File: src/kar_pkg.sv
`timescale 1ns / 1ps

package kar_pkg;

    // Action lanes and matrix geometry
    localparam int ACTIONS      = 12;
    localparam int KEY_COLS     = 14;
    localparam int KEY_BITS     = 56;
    localparam int CHAR_W       = 8;
    localparam int FIRST_W      = 4;

    // Time and configuration
    localparam int TIME_BITS_DEFAULT = 32;
    localparam int NOW_W             = 32;
    localparam int CFG_W             = 16;
    localparam int CFG_ADDR_W        = 1;

    localparam logic [CFG_W-1:0] DELAY_RESET    = 16'd450;
    localparam logic [CFG_W-1:0] INTERVAL_RESET = 16'd120;

    localparam logic [CFG_ADDR_W-1:0] REG_DELAY    = 1'd0;
    localparam logic [CFG_ADDR_W-1:0] REG_INTERVAL = 1'd1;

    localparam logic [CHAR_W-1:0] CHAR_NONE  = 8'h00;
    localparam logic [CHAR_W-1:0] CHAR_SPACE = 8'h20;
    localparam logic [CHAR_W-1:0] CHAR_BS    = 8'h08;

    // Stream widths
    localparam int S_DATA_W = 104;
    localparam int M_DATA_W = 64;

    // Action bit positions
    localparam int ACT_UP     = 0;
    localparam int ACT_DOWN   = 1;
    localparam int ACT_LEFT   = 2;
    localparam int ACT_RIGHT  = 3;
    localparam int ACT_SELECT = 4;
    localparam int ACT_SPACE  = 5;
    localparam int ACT_BACK   = 6;
    localparam int ACT_DELETE = 7;
    localparam int ACT_NUM1   = 8;

    typedef struct packed {
        logic [CFG_W-1:0] delay;
        logic [CFG_W-1:0] interval;
    } kar_cfg_t;

    typedef struct packed {
        logic [ACTIONS-1:0] held;
        logic [CHAR_W-1:0]  cur_char;
    } kar_dec_t;

    typedef struct packed {
        logic [ACTIONS-1:0] just;
        logic [ACTIONS-1:0] rep;
        logic [ACTIONS-1:0] held;
        logic [ACTIONS-1:0] released;
        logic [FIRST_W-1:0] first;
        logic [CHAR_W-1:0]  typed;
    } kar_result_t;

endpackage

File: src/kar_decode.sv
`timescale 1ns / 1ps

module kar_decode (
    input  logic [kar_pkg::KEY_BITS-1:0] key_matrix,
    input  logic                         button_front,
    input  logic                         flag_enter,
    input  logic                         flag_space,
    input  logic                         flag_delete,
    input  logic                         flag_tab,
    input  logic [kar_pkg::CHAR_W-1:0]   word_char,
    output kar_pkg::kar_dec_t            dec
);

    function automatic int kidx(input int col, input int row);
        return row * kar_pkg::KEY_COLS + col;
    endfunction

    // Map keys and flags onto actions
    always_comb begin
        dec.held = '0;
        dec.held[kar_pkg::ACT_UP]     = key_matrix[kidx(11, 2)] | key_matrix[kidx(2, 1)];
        dec.held[kar_pkg::ACT_DOWN]   = key_matrix[kidx(11, 3)] | key_matrix[kidx(3, 2)];
        dec.held[kar_pkg::ACT_LEFT]   = key_matrix[kidx(10, 3)] | key_matrix[kidx(2, 2)];
        dec.held[kar_pkg::ACT_RIGHT]  = key_matrix[kidx(12, 3)] | key_matrix[kidx(4, 2)];
        dec.held[kar_pkg::ACT_SELECT] = key_matrix[kidx(13, 2)] | button_front | flag_enter;
        dec.held[kar_pkg::ACT_SPACE]  = key_matrix[kidx(13, 3)] | flag_space;
        dec.held[kar_pkg::ACT_BACK]   = key_matrix[kidx(0, 1)] | key_matrix[kidx(1, 1)]
                                      | flag_tab;
        dec.held[kar_pkg::ACT_DELETE] = key_matrix[kidx(13, 0)] | flag_delete;
        for (int i = 0; i < 4; i++) begin
            dec.held[kar_pkg::ACT_NUM1 + i] = key_matrix[kidx(i + 1, 0)];
        end

        // Word character wins, then space, then backspace
        if (word_char != kar_pkg::CHAR_NONE) begin
            dec.cur_char = word_char;
        end else if (flag_space) begin
            dec.cur_char = kar_pkg::CHAR_SPACE;
        end else if (flag_delete) begin
            dec.cur_char = kar_pkg::CHAR_BS;
        end else begin
            dec.cur_char = kar_pkg::CHAR_NONE;
        end
    end

endmodule

File: src/kar_lane.sv
`timescale 1ns / 1ps

module kar_lane #(
    parameter int TIME_BITS = kar_pkg::TIME_BITS_DEFAULT
) (
    input  logic                 aclk,
    input  logic                 aresetn,
    input  logic                 advance,
    input  logic                 active,
    input  logic                 restart,
    input  logic [TIME_BITS-1:0] now,
    input  kar_pkg::kar_cfg_t    cfg,
    output logic                 fire
);

    logic [TIME_BITS-1:0] press_stamp_reg, press_stamp_next;
    logic [TIME_BITS-1:0] repeat_stamp_reg, repeat_stamp_next;
    logic [TIME_BITS-1:0] since_press, since_last;
    logic                 due;

    // Wrapping elapsed times against the repeat thresholds
    assign since_press = now - press_stamp_reg;
    assign since_last  = now - repeat_stamp_reg;
    assign due = (since_press >= TIME_BITS'(cfg.delay))
              && (since_last >= TIME_BITS'(cfg.interval));

    // Fire on a fresh press or when the repeat is due
    always_comb begin
        fire              = 1'b0;
        press_stamp_next  = press_stamp_reg;
        repeat_stamp_next = repeat_stamp_reg;
        if (active) begin
            if (restart) begin
                fire              = 1'b1;
                press_stamp_next  = now;
                repeat_stamp_next = now;
            end else if (due) begin
                fire              = 1'b1;
                repeat_stamp_next = now;
            end
        end
    end

    // Update stamps once per accepted item
    always_ff @(posedge aclk) begin
        if (!aresetn) begin
            press_stamp_reg  <= '0;
            repeat_stamp_reg <= '0;
        end else if (advance) begin
            press_stamp_reg  <= press_stamp_next;
            repeat_stamp_reg <= repeat_stamp_next;
        end
    end

endmodule

File: src/kar_merge.sv
`timescale 1ns / 1ps

module kar_merge (
    input  logic [kar_pkg::ACTIONS-1:0] rep,
    output logic [kar_pkg::FIRST_W-1:0] first
);

    logic [kar_pkg::ACTIONS-1:0] lowest;

    // Isolate the lowest firing lane and encode it plus one
    assign lowest = rep & (~rep + 1'b1);

    always_comb begin
        first = '0;
        for (int i = 0; i < kar_pkg::ACTIONS; i++) begin
            first = first | ({kar_pkg::FIRST_W{lowest[i]}} & kar_pkg::FIRST_W'(i + 1));
        end
    end

endmodule

File: src/key_action_autorepeat.sv
`timescale 1ns / 1ps

// Keyboard action decoder with typematic repeat. Each input item is one scan
// tick; twelve action lanes and one character lane run side by side, each
// holding its own press and repeat time stamps, and a merge stage picks the
// lowest firing action. One item is accepted per clock while s_tready is high,
// and its result is registered into the output register, or into the skid entry
// while an earlier result waits there. A two-entry output buffer keeps the input
// side open while one result waits to be taken.
// Configure repeat delay and interval only while no item is in flight.
module key_action_autorepeat #(
    parameter int TIME_BITS = kar_pkg::TIME_BITS_DEFAULT
) (
    input  logic                             aclk,
    input  logic                             aresetn,

    input  logic                             cfg_we,
    input  logic [kar_pkg::CFG_ADDR_W-1:0]   cfg_addr,
    input  logic [kar_pkg::CFG_W-1:0]        cfg_wdata,

    input  logic                             s_tvalid,
    output logic                             s_tready,
    // key_matrix[55:0], button_front[56], flag_enter[57], flag_space[58],
    // flag_delete[59], flag_tab[60], word_char[68:61], now_ms[100:69], zero pad
    input  logic [kar_pkg::S_DATA_W-1:0]     s_tdata,

    output logic                             m_tvalid,
    input  logic                             m_tready,
    // just_pressed_mask[11:0], repeat_mask[23:12], held_mask[35:24],
    // released_mask[47:36], first_action[51:48], typed_char[59:52], zero pad
    output logic [kar_pkg::M_DATA_W-1:0]     m_tdata
);

    localparam int A = kar_pkg::ACTIONS;

    kar_pkg::kar_cfg_t           cfg_reg;
    kar_pkg::kar_dec_t           dec;
    kar_pkg::kar_result_t        res;
    logic [A-1:0]                prev_held_reg;
    logic [kar_pkg::CHAR_W-1:0]  prev_char_reg;
    logic [A-1:0]                rep;
    logic                        char_fire;
    logic [63:0]                 now_wide;
    logic [TIME_BITS-1:0]        now;
    logic                        in_fire;
    logic                        out_take;
    logic [kar_pkg::M_DATA_W-1:0] res_word;

    logic                        m_valid_reg, skid_valid_reg;
    logic [kar_pkg::M_DATA_W-1:0] m_data_reg, skid_data_reg;

    assign in_fire  = s_tvalid && s_tready;
    assign out_take = m_valid_reg && m_tready;
    assign s_tready = !skid_valid_reg;

    // Take time modulo the stamp width
    assign now_wide = {32'd0, s_tdata[100:69]};
    assign now      = now_wide[TIME_BITS-1:0];

    // Write configuration registers
    always_ff @(posedge aclk) begin
        if (!aresetn) begin
            cfg_reg.delay    <= kar_pkg::DELAY_RESET;
            cfg_reg.interval <= kar_pkg::INTERVAL_RESET;
        end else if (cfg_we) begin
            case (cfg_addr)
                kar_pkg::REG_DELAY:    cfg_reg.delay    <= cfg_wdata;
                kar_pkg::REG_INTERVAL: cfg_reg.interval <= cfg_wdata;
                default: ;
            endcase
        end
    end

    kar_decode u_decode (
        .key_matrix   (s_tdata[55:0]),
        .button_front (s_tdata[56]),
        .flag_enter   (s_tdata[57]),
        .flag_space   (s_tdata[58]),
        .flag_delete  (s_tdata[59]),
        .flag_tab     (s_tdata[60]),
        .word_char    (s_tdata[68:61]),
        .dec          (dec)
    );

    // One lane per action
    for (genvar g = 0; g < A; g++) begin : g_lane
        kar_lane #(.TIME_BITS(TIME_BITS)) u_lane (
            .aclk    (aclk),
            .aresetn (aresetn),
            .advance (in_fire),
            .active  (dec.held[g]),
            .restart (!prev_held_reg[g]),
            .now     (now),
            .cfg     (cfg_reg),
            .fire    (rep[g])
        );
    end

    // Character lane restarts whenever the character changes
    kar_lane #(.TIME_BITS(TIME_BITS)) u_char_lane (
        .aclk    (aclk),
        .aresetn (aresetn),
        .advance (in_fire),
        .active  (dec.cur_char != kar_pkg::CHAR_NONE),
        .restart (dec.cur_char != prev_char_reg),
        .now     (now),
        .cfg     (cfg_reg),
        .fire    (char_fire)
    );

    kar_merge u_merge (
        .rep   (rep),
        .first (res.first)
    );

    // Assemble the result item
    assign res.just     = dec.held & ~prev_held_reg;
    assign res.rep      = rep;
    assign res.held     = dec.held;
    assign res.released = prev_held_reg & ~dec.held;
    assign res.typed    = char_fire ? dec.cur_char : kar_pkg::CHAR_NONE;
    assign res_word = {4'd0, res.typed, res.first, res.released, res.held,
                       res.rep, res.just};

    // Hold last-tick state
    always_ff @(posedge aclk) begin
        if (!aresetn) begin
            prev_held_reg <= '0;
            prev_char_reg <= kar_pkg::CHAR_NONE;
        end else if (in_fire) begin
            prev_held_reg <= dec.held;
            prev_char_reg <= dec.cur_char;
        end
    end

    // Output register with skid entry
    always_ff @(posedge aclk) begin
        if (!aresetn) begin
            m_valid_reg    <= 1'b0;
            skid_valid_reg <= 1'b0;
        end else if (in_fire) begin
            if (!m_valid_reg || out_take) begin
                m_valid_reg <= 1'b1;
            end else begin
                skid_valid_reg <= 1'b1;
            end
        end else if (out_take) begin
            if (skid_valid_reg) begin
                skid_valid_reg <= 1'b0;
            end else begin
                m_valid_reg <= 1'b0;
            end
        end
    end

    always_ff @(posedge aclk) begin
        if (in_fire) begin
            if (!m_valid_reg || out_take) begin
                m_data_reg <= res_word;
            end else begin
                skid_data_reg <= res_word;
            end
        end else if (out_take && skid_valid_reg) begin
            m_data_reg <= skid_data_reg;
        end
    end

    assign m_tvalid = m_valid_reg;
    assign m_tdata  = m_data_reg;

    // Skid entry only fills behind a waiting result
    a_skid_behind_out: assert property (@(posedge aclk) disable iff (!aresetn)
        skid_valid_reg |-> m_valid_reg)
        else $error("skid entry valid without output entry");

    // Every accepted item leaves a result pending
    a_accept_gives_result: assert property (@(posedge aclk) disable iff (!aresetn)
        in_fire |=> m_tvalid)
        else $error("accepted item produced no result");

    // A fresh press always fires its repeat bit
    a_just_in_repeat: assert property (@(posedge aclk) disable iff (!aresetn)
        m_tvalid |-> ((m_tdata[11:0] & ~m_tdata[23:12]) == 12'd0))
        else $error("press edge without repeat pulse");

    // First action tracks the repeat mask
    a_first_matches: assert property (@(posedge aclk) disable iff (!aresetn)
        m_tvalid |-> ((m_tdata[51:48] == 4'd0) == (m_tdata[23:12] == 12'd0)))
        else $error("first action disagrees with repeat mask");

endmodule
File: config.mk
export PLATFORM = sky130hd
export DESIGN_NAME = key_action_autorepeat
export DESIGN_NICKNAME = d
export VERILOG_FILES = /design/src/kar_pkg.sv /design/src/kar_decode.sv /design/src/kar_lane.sv /design/src/kar_merge.sv /design/src/key_action_autorepeat.sv
export SDC_FILE = /design/constraint.sdc
export NUM_CORES = 2
export LEC_CHECK = 0
export BUFFER_PORTS_ARGS = -buffer_cell sky130_fd_sc_hd__buf_2
export CAP_MARGIN = 20
export CORE_MARGIN = 2
export CORE_UTILIZATION = 58
export CTS_CLUSTER_SIZE = 24
export DETAILED_ROUTE_END_ITERATION = 8
export PLACE_DENSITY = 0.74
export SLEW_MARGIN = 25
export SYNTH_ARGS = -nofsm -noshare
export SYNTH_HDL_FRONTEND = slang
export SYNTH_SLANG_ARGS = --single-unit
File: constraint.sdc
create_clock -name aclk -period 7.3 [get_ports aclk]
set_clock_uncertainty 0.15 [all_clocks]
set_input_delay 1.46 -clock aclk [delete_from_list [all_inputs] [get_ports aclk]]
set_output_delay 1.46 -clock aclk [all_outputs]
set_load 0.005 [all_outputs]
## After elaboration in Yosys (flattened, before gate mapping)

Index checks and enable logic that the tools add are counted.

| storage, ports and cells | value |
|---|---|
| register bits | 1,010 |
| input bits | 126 |
| output and inout bits | 66 |
| logic and storage cells | 279 |

| operators by class | value |
|---|---|
| $add $sub $neg | 27 |
| magnitude comparators | 26 |
| equal/unequal tests | 16 |
| muxes and demuxes | 79 |
| bitwise logic cells | 41 |
| reductions and logical operators | 56 |

Operator list:

| cell | count |
|---|---|
| 32-bit by 16-bit greater-or-equal comparator with 1-bit output | 26 |
| 32-bit two-way mux | 26 |
| 32-bit subtractor | 26 |
| 64-bit two-way mux | 3 |
| 3-bit AND reduction | 27 |
| 1-bit two-way mux | 46 |
| 12-bit bitwise AND | 3 |
| 12-bit NOT | 3 |
| 2-bit by 1-bit != test with 1-bit output, second input constant | 13 |
| 8-bit two-way mux | 3 |
| 4-bit OR | 5 |
| 1-bit logical AND | 16 |
| 4-bit by 3-bit OR with 4-bit output | 4 |
| 8-bit nonzero test | 2 |
| 1-bit NOT | 14 |
| 12-bit by 1-bit adder with 12-bit output, second input constant | 1 |
| 1-bit OR | 10 |
| 2-bit AND reduction | 5 |
| 8-bit != test | 1 |
| 2-bit nonzero test | 3 |
| 4-bit two-way mux | 1 |
| 2-bit != test, second input constant | 2 |
| 4-bit by 2-bit OR with 4-bit output | 1 |
| 1-bit logical NOT | 2 |
| 2 further kinds | 2 |

## Depth between registers and ports, before layout

| depth | value |
|---|---|
| depth after elaboration | 22 |
| mapped depth | 30 |
| mapped depth without buffers | 28 |

## Hierarchy

A second synthesis with hierarchy kept.

| second synthesis, totals | value |
|---|---|
| cell total of the unflattened synthesis | 13,585 |
| area, all modules | 102,942.5 µm² |

By module, submodules not included:

| module | instances | cells an instance | area an instance (µm²) |
|---|---|---|---|
| kar_lane at g_lane[10].u_lane ... | 9 | 998 | 7,423.4 |
| kar_lane at g_lane[0].u_lane ... | 3 | 1,006 | 7,288.2 |
| kar_lane at u_char_lane | 1 | 1,001 | 7,216.9 |
| key_action_autorepeat | 1 | 540 | 6,795.3 |
| kar_decode | 1 | 23 | 137.6 |
| kar_merge | 1 | 21 | 117.6 |

## Least setup slack after synthesis

OpenSTA, ideal clock, no wires.

| timing | value |
|---|---|
| path type | input-to-reg |
| start | input port s_tdata[70] in the netlist's numbering |
| end | register m_data_reg (netlist bit m_tdata[49]), data pin |
| setup time | 165 ps |
| arrival | 7,262 ps |
| data required time | 6,985 ps |
| setup slack | -277 ps |
| stages on the path | 27 |
| path buffers | 2 |
| cell sequence | clkbuf_1 > inv_1 > clkbuf_1 > fa_1 > nor2b_1 > o31a_1 > o21a_1 > nor2_1 > o21bai_1 > a21oi_1 > o21bai_1 > a21oi_1 > xnor2_1 > ha_1 > a21oi_1 > nor2b_1 > o21ai_0 > nand2_1 > or4_1 > a2111o_1 > or4_1 > nor4_2 > nand4_1 > o21ai_2 > nand2_1 > o311a_1 > o31ai_2 |

| on the way | value |
|---|---|
| longest elaborated chain between the ends | 22 |
| elaborated cells between the ends (all ways) | 104 |
| classes of those cells | add/sub: 23; order compare: 22; mux: 35; bitwise: 13; reduce/logical: 11 |

RTL lines:

| item | RTL line | text |
|---|---|---|
| start, declared | key_action_autorepeat.sv:25 | `input logic [kar_pkg::S_DATA_W-1:0] s_tdata,` |
| 32-bit subtractor, on equally long branches | kar_lane.sv:22, kar_lane.sv:23 |  |
| 32-bit by 16-bit greater-or-equal comparator with 1-bit output, on equally long branches | kar_lane.sv:24, kar_lane.sv:25 |  |
| 1-bit logical AND | kar_lane.sv:25 | `&& (since_last >= TIME_BITS'(cfg.interval));` |
| 1-bit two-way mux | kar_lane.sv:37 | `end else if (due) begin` |
| 1-bit two-way mux | kar_lane.sv:33 | `if (restart) begin` |
| 1-bit two-way mux | kar_lane.sv:32 | `if (active) begin` |
| 12-bit NOT | kar_merge.sv:11 | `assign lowest = rep & (~rep + 1'b1);` |
| 12-bit by 1-bit adder with 12-bit output | kar_merge.sv:11 |  |
| 12-bit bitwise AND * | kar_merge.sv:11 |  |
| 1-bit by 2-bit OR with 2-bit output | kar_merge.sv:16 | `first = first \| ({kar_pkg::FIRST_W{lowest[i]}} & kar_pkg::FIRST_W'(i + 1));` |
| 4-bit by 2-bit OR with 4-bit output | kar_merge.sv:16 |  |
| 4-bit by 3-bit OR with 4-bit output (4 in a row) | kar_merge.sv:16 |  |
| 4-bit OR (3 in a row) | kar_merge.sv:16 |  |
| 4-bit OR * (2 in a row) | kar_merge.sv:16 |  |
| 64-bit two-way mux * | key_action_autorepeat.sv:158 | `if (!m_valid_reg \|\| out_take) begin` |
| 64-bit two-way mux * | key_action_autorepeat.sv:157 | `if (in_fire) begin` |
| end signal, assigned | key_action_autorepeat.sv:159 | `m_data_reg <= res_word;` |
| end signal, assigned | key_action_autorepeat.sv:164 | `m_data_reg <= skid_data_reg;` |
| end, declared | key_action_autorepeat.sv:50 | `logic [kar_pkg::M_DATA_W-1:0] m_data_reg, skid_data_reg;` |

Every way passes the cells marked *; elsewhere a longest branch is shown, timed or not. The select of a mux whose other input is x is not followed.
A chain may end at the register's enable or synchronous reset.

## Final worst setup path

| timing | value |
|---|---|
| start | input port s_tdata[75] in the netlist's numbering |
| end | register m_data_reg (netlist bit m_tdata[49]), data pin |

| on the way | value |
|---|---|
| elaborated cells between the ends (all ways) | 104 |
| classes of those cells | add/sub: 23; order compare: 22; mux: 35; bitwise: 13; reduce/logical: 11 |

RTL lines:

| item | RTL line | text |
|---|---|---|
| 32-bit subtractor, on equally long branches | kar_lane.sv:22, kar_lane.sv:23 |  |
| 32-bit by 16-bit greater-or-equal comparator with 1-bit output, on equally long branches | kar_lane.sv:24, kar_lane.sv:25 |  |
| 1-bit logical AND * | kar_lane.sv:25 |  |
| 1-bit two-way mux * | kar_lane.sv:37 |  |
| 1-bit two-way mux * | kar_lane.sv:33 |  |
| 1-bit two-way mux * | kar_lane.sv:32 |  |
| via g_lane[8].u_lane.fire | kar_lane.sv:13 | `output logic fire` |
| 12-bit NOT * | kar_merge.sv:11 |  |
| 12-bit by 1-bit adder with 12-bit output * | kar_merge.sv:11 |  |
| 12-bit bitwise AND * | kar_merge.sv:11 |  |
| 4-bit OR | kar_merge.sv:16 |  |
| 4-bit OR * (2 in a row) | kar_merge.sv:16 |  |
| 64-bit two-way mux * | key_action_autorepeat.sv:158 |  |
| 64-bit two-way mux * | key_action_autorepeat.sv:157 |  |

Mark *: on every way through the listed nets, which the timed path passes. The rest lies on a longest branch. The select of a mux whose other input is x is not followed.

==> impl_summary.md <==
Outcome
The run finished with clean final reports.

STA
The transition time at the pin with the least slew margin is 1.12 ns. Of the available clock period, the critical path in the final layout requires 0.950. Setup repair after global routing left no endpoint under its margin. The worst-case headroom to the max-slew limit is 0.251. The number of hold violations in the final report was 0.

Static timing analysis puts the maximum clock frequency at 0.144 GHz. Setup total negative slack on the finished layout was measured at 0 ns. The final number of max-transition violations came to 0. The number of setup violations in the final report is 0. The minimum period implied by the final worst setup slack is 6.93 ns. Once routing completed, OpenROAD measured the worst setup slack at 0.367 ns.

Hold path
In this run the most critical hold path is launched from u_char_lane.repeat_stamp_reg[9]. The path type of the worst min-delay path is reg -> reg. The number of cells on the worst hold path is 2. For hold timing, the worst endpoint is u_char_lane.repeat_stamp_reg[9].

CTS
In this run the deepest clock path goes through 3 buffers. TritonCTS built the clock tree. The TritonCTS buffer count is 118.

The hold buffer count at cts is 0. At the later pin of the worst-skew pair, clock insertion delay measures 0.79 ns. Clock-pin slew was measured on the worst setup and hold paths at 0.06 ns. The sink count of the clock tree is 1006. In this run the number of H-tree levels came out at 3. The tree is rooted in a sky130_fd_sc_hd__clkbuf_16.

Detailed routing
Summed over all layers, the routed wires come to 330000 um. The routed layout has 92600 vias. The violation count after the first detailed-routing iteration is 8399.

In the routed design, unresolved DRC markers number 0. The vias per cell is 6.22. The first-pass iteration count of the detailed router is 8. The number of antenna-violating nets in the routed design is 0. The final routed wire length divided by cell count is 22.2 um.

Global routing
For this run the aggregate overflow at the end of global routing stands at 0. Entering global routing, the biggest net connects 220 pins. The total routing usage reported by global routing is 0.380.

The global-route wire length before repair is 503000 um. The initial antenna violation count is 21. The number of global-route vias before repair is 87600.

Die
The I/O pin count is 192. The die is 410 um tall. The number of placement rows is 148. The initial utilization of the core area, before any placement, comes to 0.585. The core region is 163000 um^2. The floorplan step defined a die boundary enclosing 168000 um^2. Measured along the x axis, the die boundary spans 410 um.

Power
VDD sags by at most 0.220 mV. The switching fraction of total power is 0.369. Internal power comes to 12.9 mW.

The net switching power of the design is 7.51 mW. The sequential cell fraction of total power is 0.300. The share of power burned in combinational logic is 0.387. The leakage power total is 43.8 nW. Of the total power, the clock network draws 0.312. In this run the power density over the cells is 193 nW/um^2.

Place
Port buffering added 145 buffers. The worst slack at placement is -0.429 ns. The detailed placer's ending HPWL is 245000 um. Routability-driven placement finished with a final weighted congestion of 0.986.

Worst setup path
STA puts the critical path data required time at 7.77 ns. For this design, the slowest cell found on the critical path is sky130_fd_sc_hd__o41ai_1. The worst setup path is captured at a flip-flop. The path type of the worst setup path is in -> reg. The worst setup path is launched from a primary input. The worst-path maximum fanout is 13. The worst path arrival time is 7.40 ns. The library cell appearing most often on the critical path is sky130_fd_sc_hd__o21ai_0. For flop-to-flop paths, the worst setup slack is 1.02 ns. For this run, the slowest stage of the critical path takes 0.47 ns. The count of cells along the worst register-to-register path is 25. The capture point of the worst reg-to-reg path is skid_data_reg[48]. The beginning of the worst register-to-register path is g_lane[10].u_lane.repeat_stamp_reg[0].

Yosys
The synthesized area per cell is 7.74 um^2. The number of cells produced by synthesis is 12300. Synthesis inferred 1006 register bits. The count of flip-flops with a built-in enable after synthesis is 120. The total number of yosys warnings is 0.

The share of the Yosys chip area taken by registers is 0.224. For this run, asynchronously set or reset flops after synthesis account for 0. The post-synthesis cell type count is 116. Among all flip-flop cells after synthesis, the most frequent one is sky130_fd_sc_hd__dfxtp_1.

The synthesized netlist occupies a cell area of 95500 um^2.

Flow run
The tool flagged a number of max-cap violations equal to 0.

Finish
Of the cells placed in the final design, the portion with a size suffix greater than 1 is 0.0810. The final layout net count is 14000. Compared with the post-synthesis result, the final layout area differs by 10.7%.
-- layout make-up --
class,instances,area (um^2)
multi-input cells,9719,68000
flip-flops and latches,1006,21300
fillers,14500,57500
inverters,1077,4040
repair buffers,663,5490
well taps,2175,2720
clock buffers,161,3370
clock inverters,65,719
diodes,7,17.5
-- critical path, delay by kind of cell --
family / cells / cell delay, ns
xor+xnor: 1 / 0.15
buf+inv: 4 / 0.78
simple gates: 7 / 1.47
fa+ha+maj: 2 / 0.61
compound gates: 13 / 2.90
-- repair_timing --
item	in CTS	in global routing
buffers inserted	0	0
gates resized for setup	0	5
endpoints found under the hold margin	0	0
setup endpoints to repair	0	39
-- cells by family after synthesis --
family | synth area share
simple gates | 0.200
buf+inv | 0.0663
flops | 0.224
other cells | 0.0000393
fa+ha+maj | 0.166
compound gates | 0.244
mux | 0.0535
xor+xnor | 0.0472
-- how the worst max path moves through the flow --
stage,depth (start not counted),slack [ns],endpoint,start
6_report,27,0.37,m_tdata[49],s_tdata[75]
5_1_grt,27,0.03,skid_data_reg[48],s_tdata[69]
4_1_cts,31,0.39,skid_data_reg[48],s_tdata[69]
3_5_place_dp,31,-0.43,skid_data_reg[48],s_tdata[69]
3_3_place_gp,27,-0.33,skid_data_reg[48],s_tdata[69]
2_1_floorplan,27,0.10,m_tdata[48],s_tdata[70]
-- routing by layer --
metal  vias to the layer above  GRT usage  part of all wire
met3                       809     0.0603             0.080
met1                     43900      0.499              0.43
met4                         4      0.201             0.060
met5                         -          0          0.000076
met2                      3427      0.597              0.43
li1                      44400          -                 -
-- cell usage in the layout (no fill, tap or decap), drive strengths merged, types with 161 or more instances in the layout --
cell    instances
nand2        1562
ha           1222
inv          1083
a21oi         949
dfxtp         886
buf           663
nor2          626
o21ai         584
nor2b         547
mux2i         474
a21boi        461
a21o          354
xnor2         324
xor2          190
nand3         188
nor3          178
nand4         176
nand2b        167
clkbuf        161
-- Yosys cell counts, types with 61 or more instances --
| cell type | number | area share |
|---|---|---|
| sky130_fd_sc_hd__nand2_1 | 1558 | 0.061 |
| sky130_fd_sc_hd__ha_1 | 1222 | 0.16 |
| sky130_fd_sc_hd__inv_1 | 1072 | 0.042 |
| sky130_fd_sc_hd__a21oi_1 | 944 | 0.049 |
| sky130_fd_sc_hd__dfxtp_1 | 886 | 0.19 |
| sky130_fd_sc_hd__nor2_1 | 625 | 0.025 |
| sky130_fd_sc_hd__o21ai_0 | 563 | 0.030 |
| sky130_fd_sc_hd__nor2b_1 | 547 | 0.036 |
| sky130_fd_sc_hd__mux2i_1 | 474 | 0.050 |
| sky130_fd_sc_hd__clkbuf_1 | 463 | 0.018 |
| sky130_fd_sc_hd__a21boi_0 | 459 | 0.036 |
| sky130_fd_sc_hd__a21o_1 | 354 | 0.028 |
| sky130_fd_sc_hd__xnor2_1 | 324 | 0.030 |
| sky130_fd_sc_hd__xor2_1 | 189 | 0.017 |
| sky130_fd_sc_hd__nand3_1 | 187 | 0.0098 |
| sky130_fd_sc_hd__nor3_1 | 177 | 0.0093 |
| sky130_fd_sc_hd__nand4_1 | 176 | 0.012 |
| sky130_fd_sc_hd__nand2b_1 | 167 | 0.011 |
| sky130_fd_sc_hd__o21a_1 | 158 | 0.012 |
| sky130_fd_sc_hd__a211oi_1 | 122 | 0.0096 |
| sky130_fd_sc_hd__edfxtp_1 | 120 | 0.038 |
| sky130_fd_sc_hd__o211ai_1 | 120 | 0.0094 |
| sky130_fd_sc_hd__a31oi_1 | 111 | 0.0073 |
| sky130_fd_sc_hd__o21bai_1 | 86 | 0.0068 |
| sky130_fd_sc_hd__and2_1 | 82 | 0.0054 |
| sky130_fd_sc_hd__and3_1 | 78 | 0.0051 |
| sky130_fd_sc_hd__or3_1 | 66 | 0.0043 |
| sky130_fd_sc_hd__o2111ai_1 | 63 | 0.0058 |
| sky130_fd_sc_hd__nor4_1 | 61 | 0.0040 |
-- metrics by stage --
step	hold WS (ns)	instance area, um^2	util	power [mW]	cells
final	0.308	106000	0.648	20.4	14900
after global routing	0.324	106000	0.648	21.5	14900
after CTS	0.307	106000	0.648	20.3	14900
after detailed placement	0.298	102000	0.622	13.9	14600
after global placement	0.293	102000	0.622	13.7	14600
after floorplan	0.285	95500	-	11.7	12300
-- power groups by stage --
| stage | registers (mW) | logic (mW) | clock network, mW |
|---|---|---|---|
| floorplan | 6.18 | 5.47 | 0 |
| global placement | 6.22 | 7.48 | 0 |
| detailed placement | 6.23 | 7.68 | 0 |
| CTS | 6.12 | 7.74 | 6.44 |
| global route | 6.15 | 8.69 | 6.65 |
| finish | 6.12 | 7.89 | 6.36 |
Power figures use the tool's default switching activity.
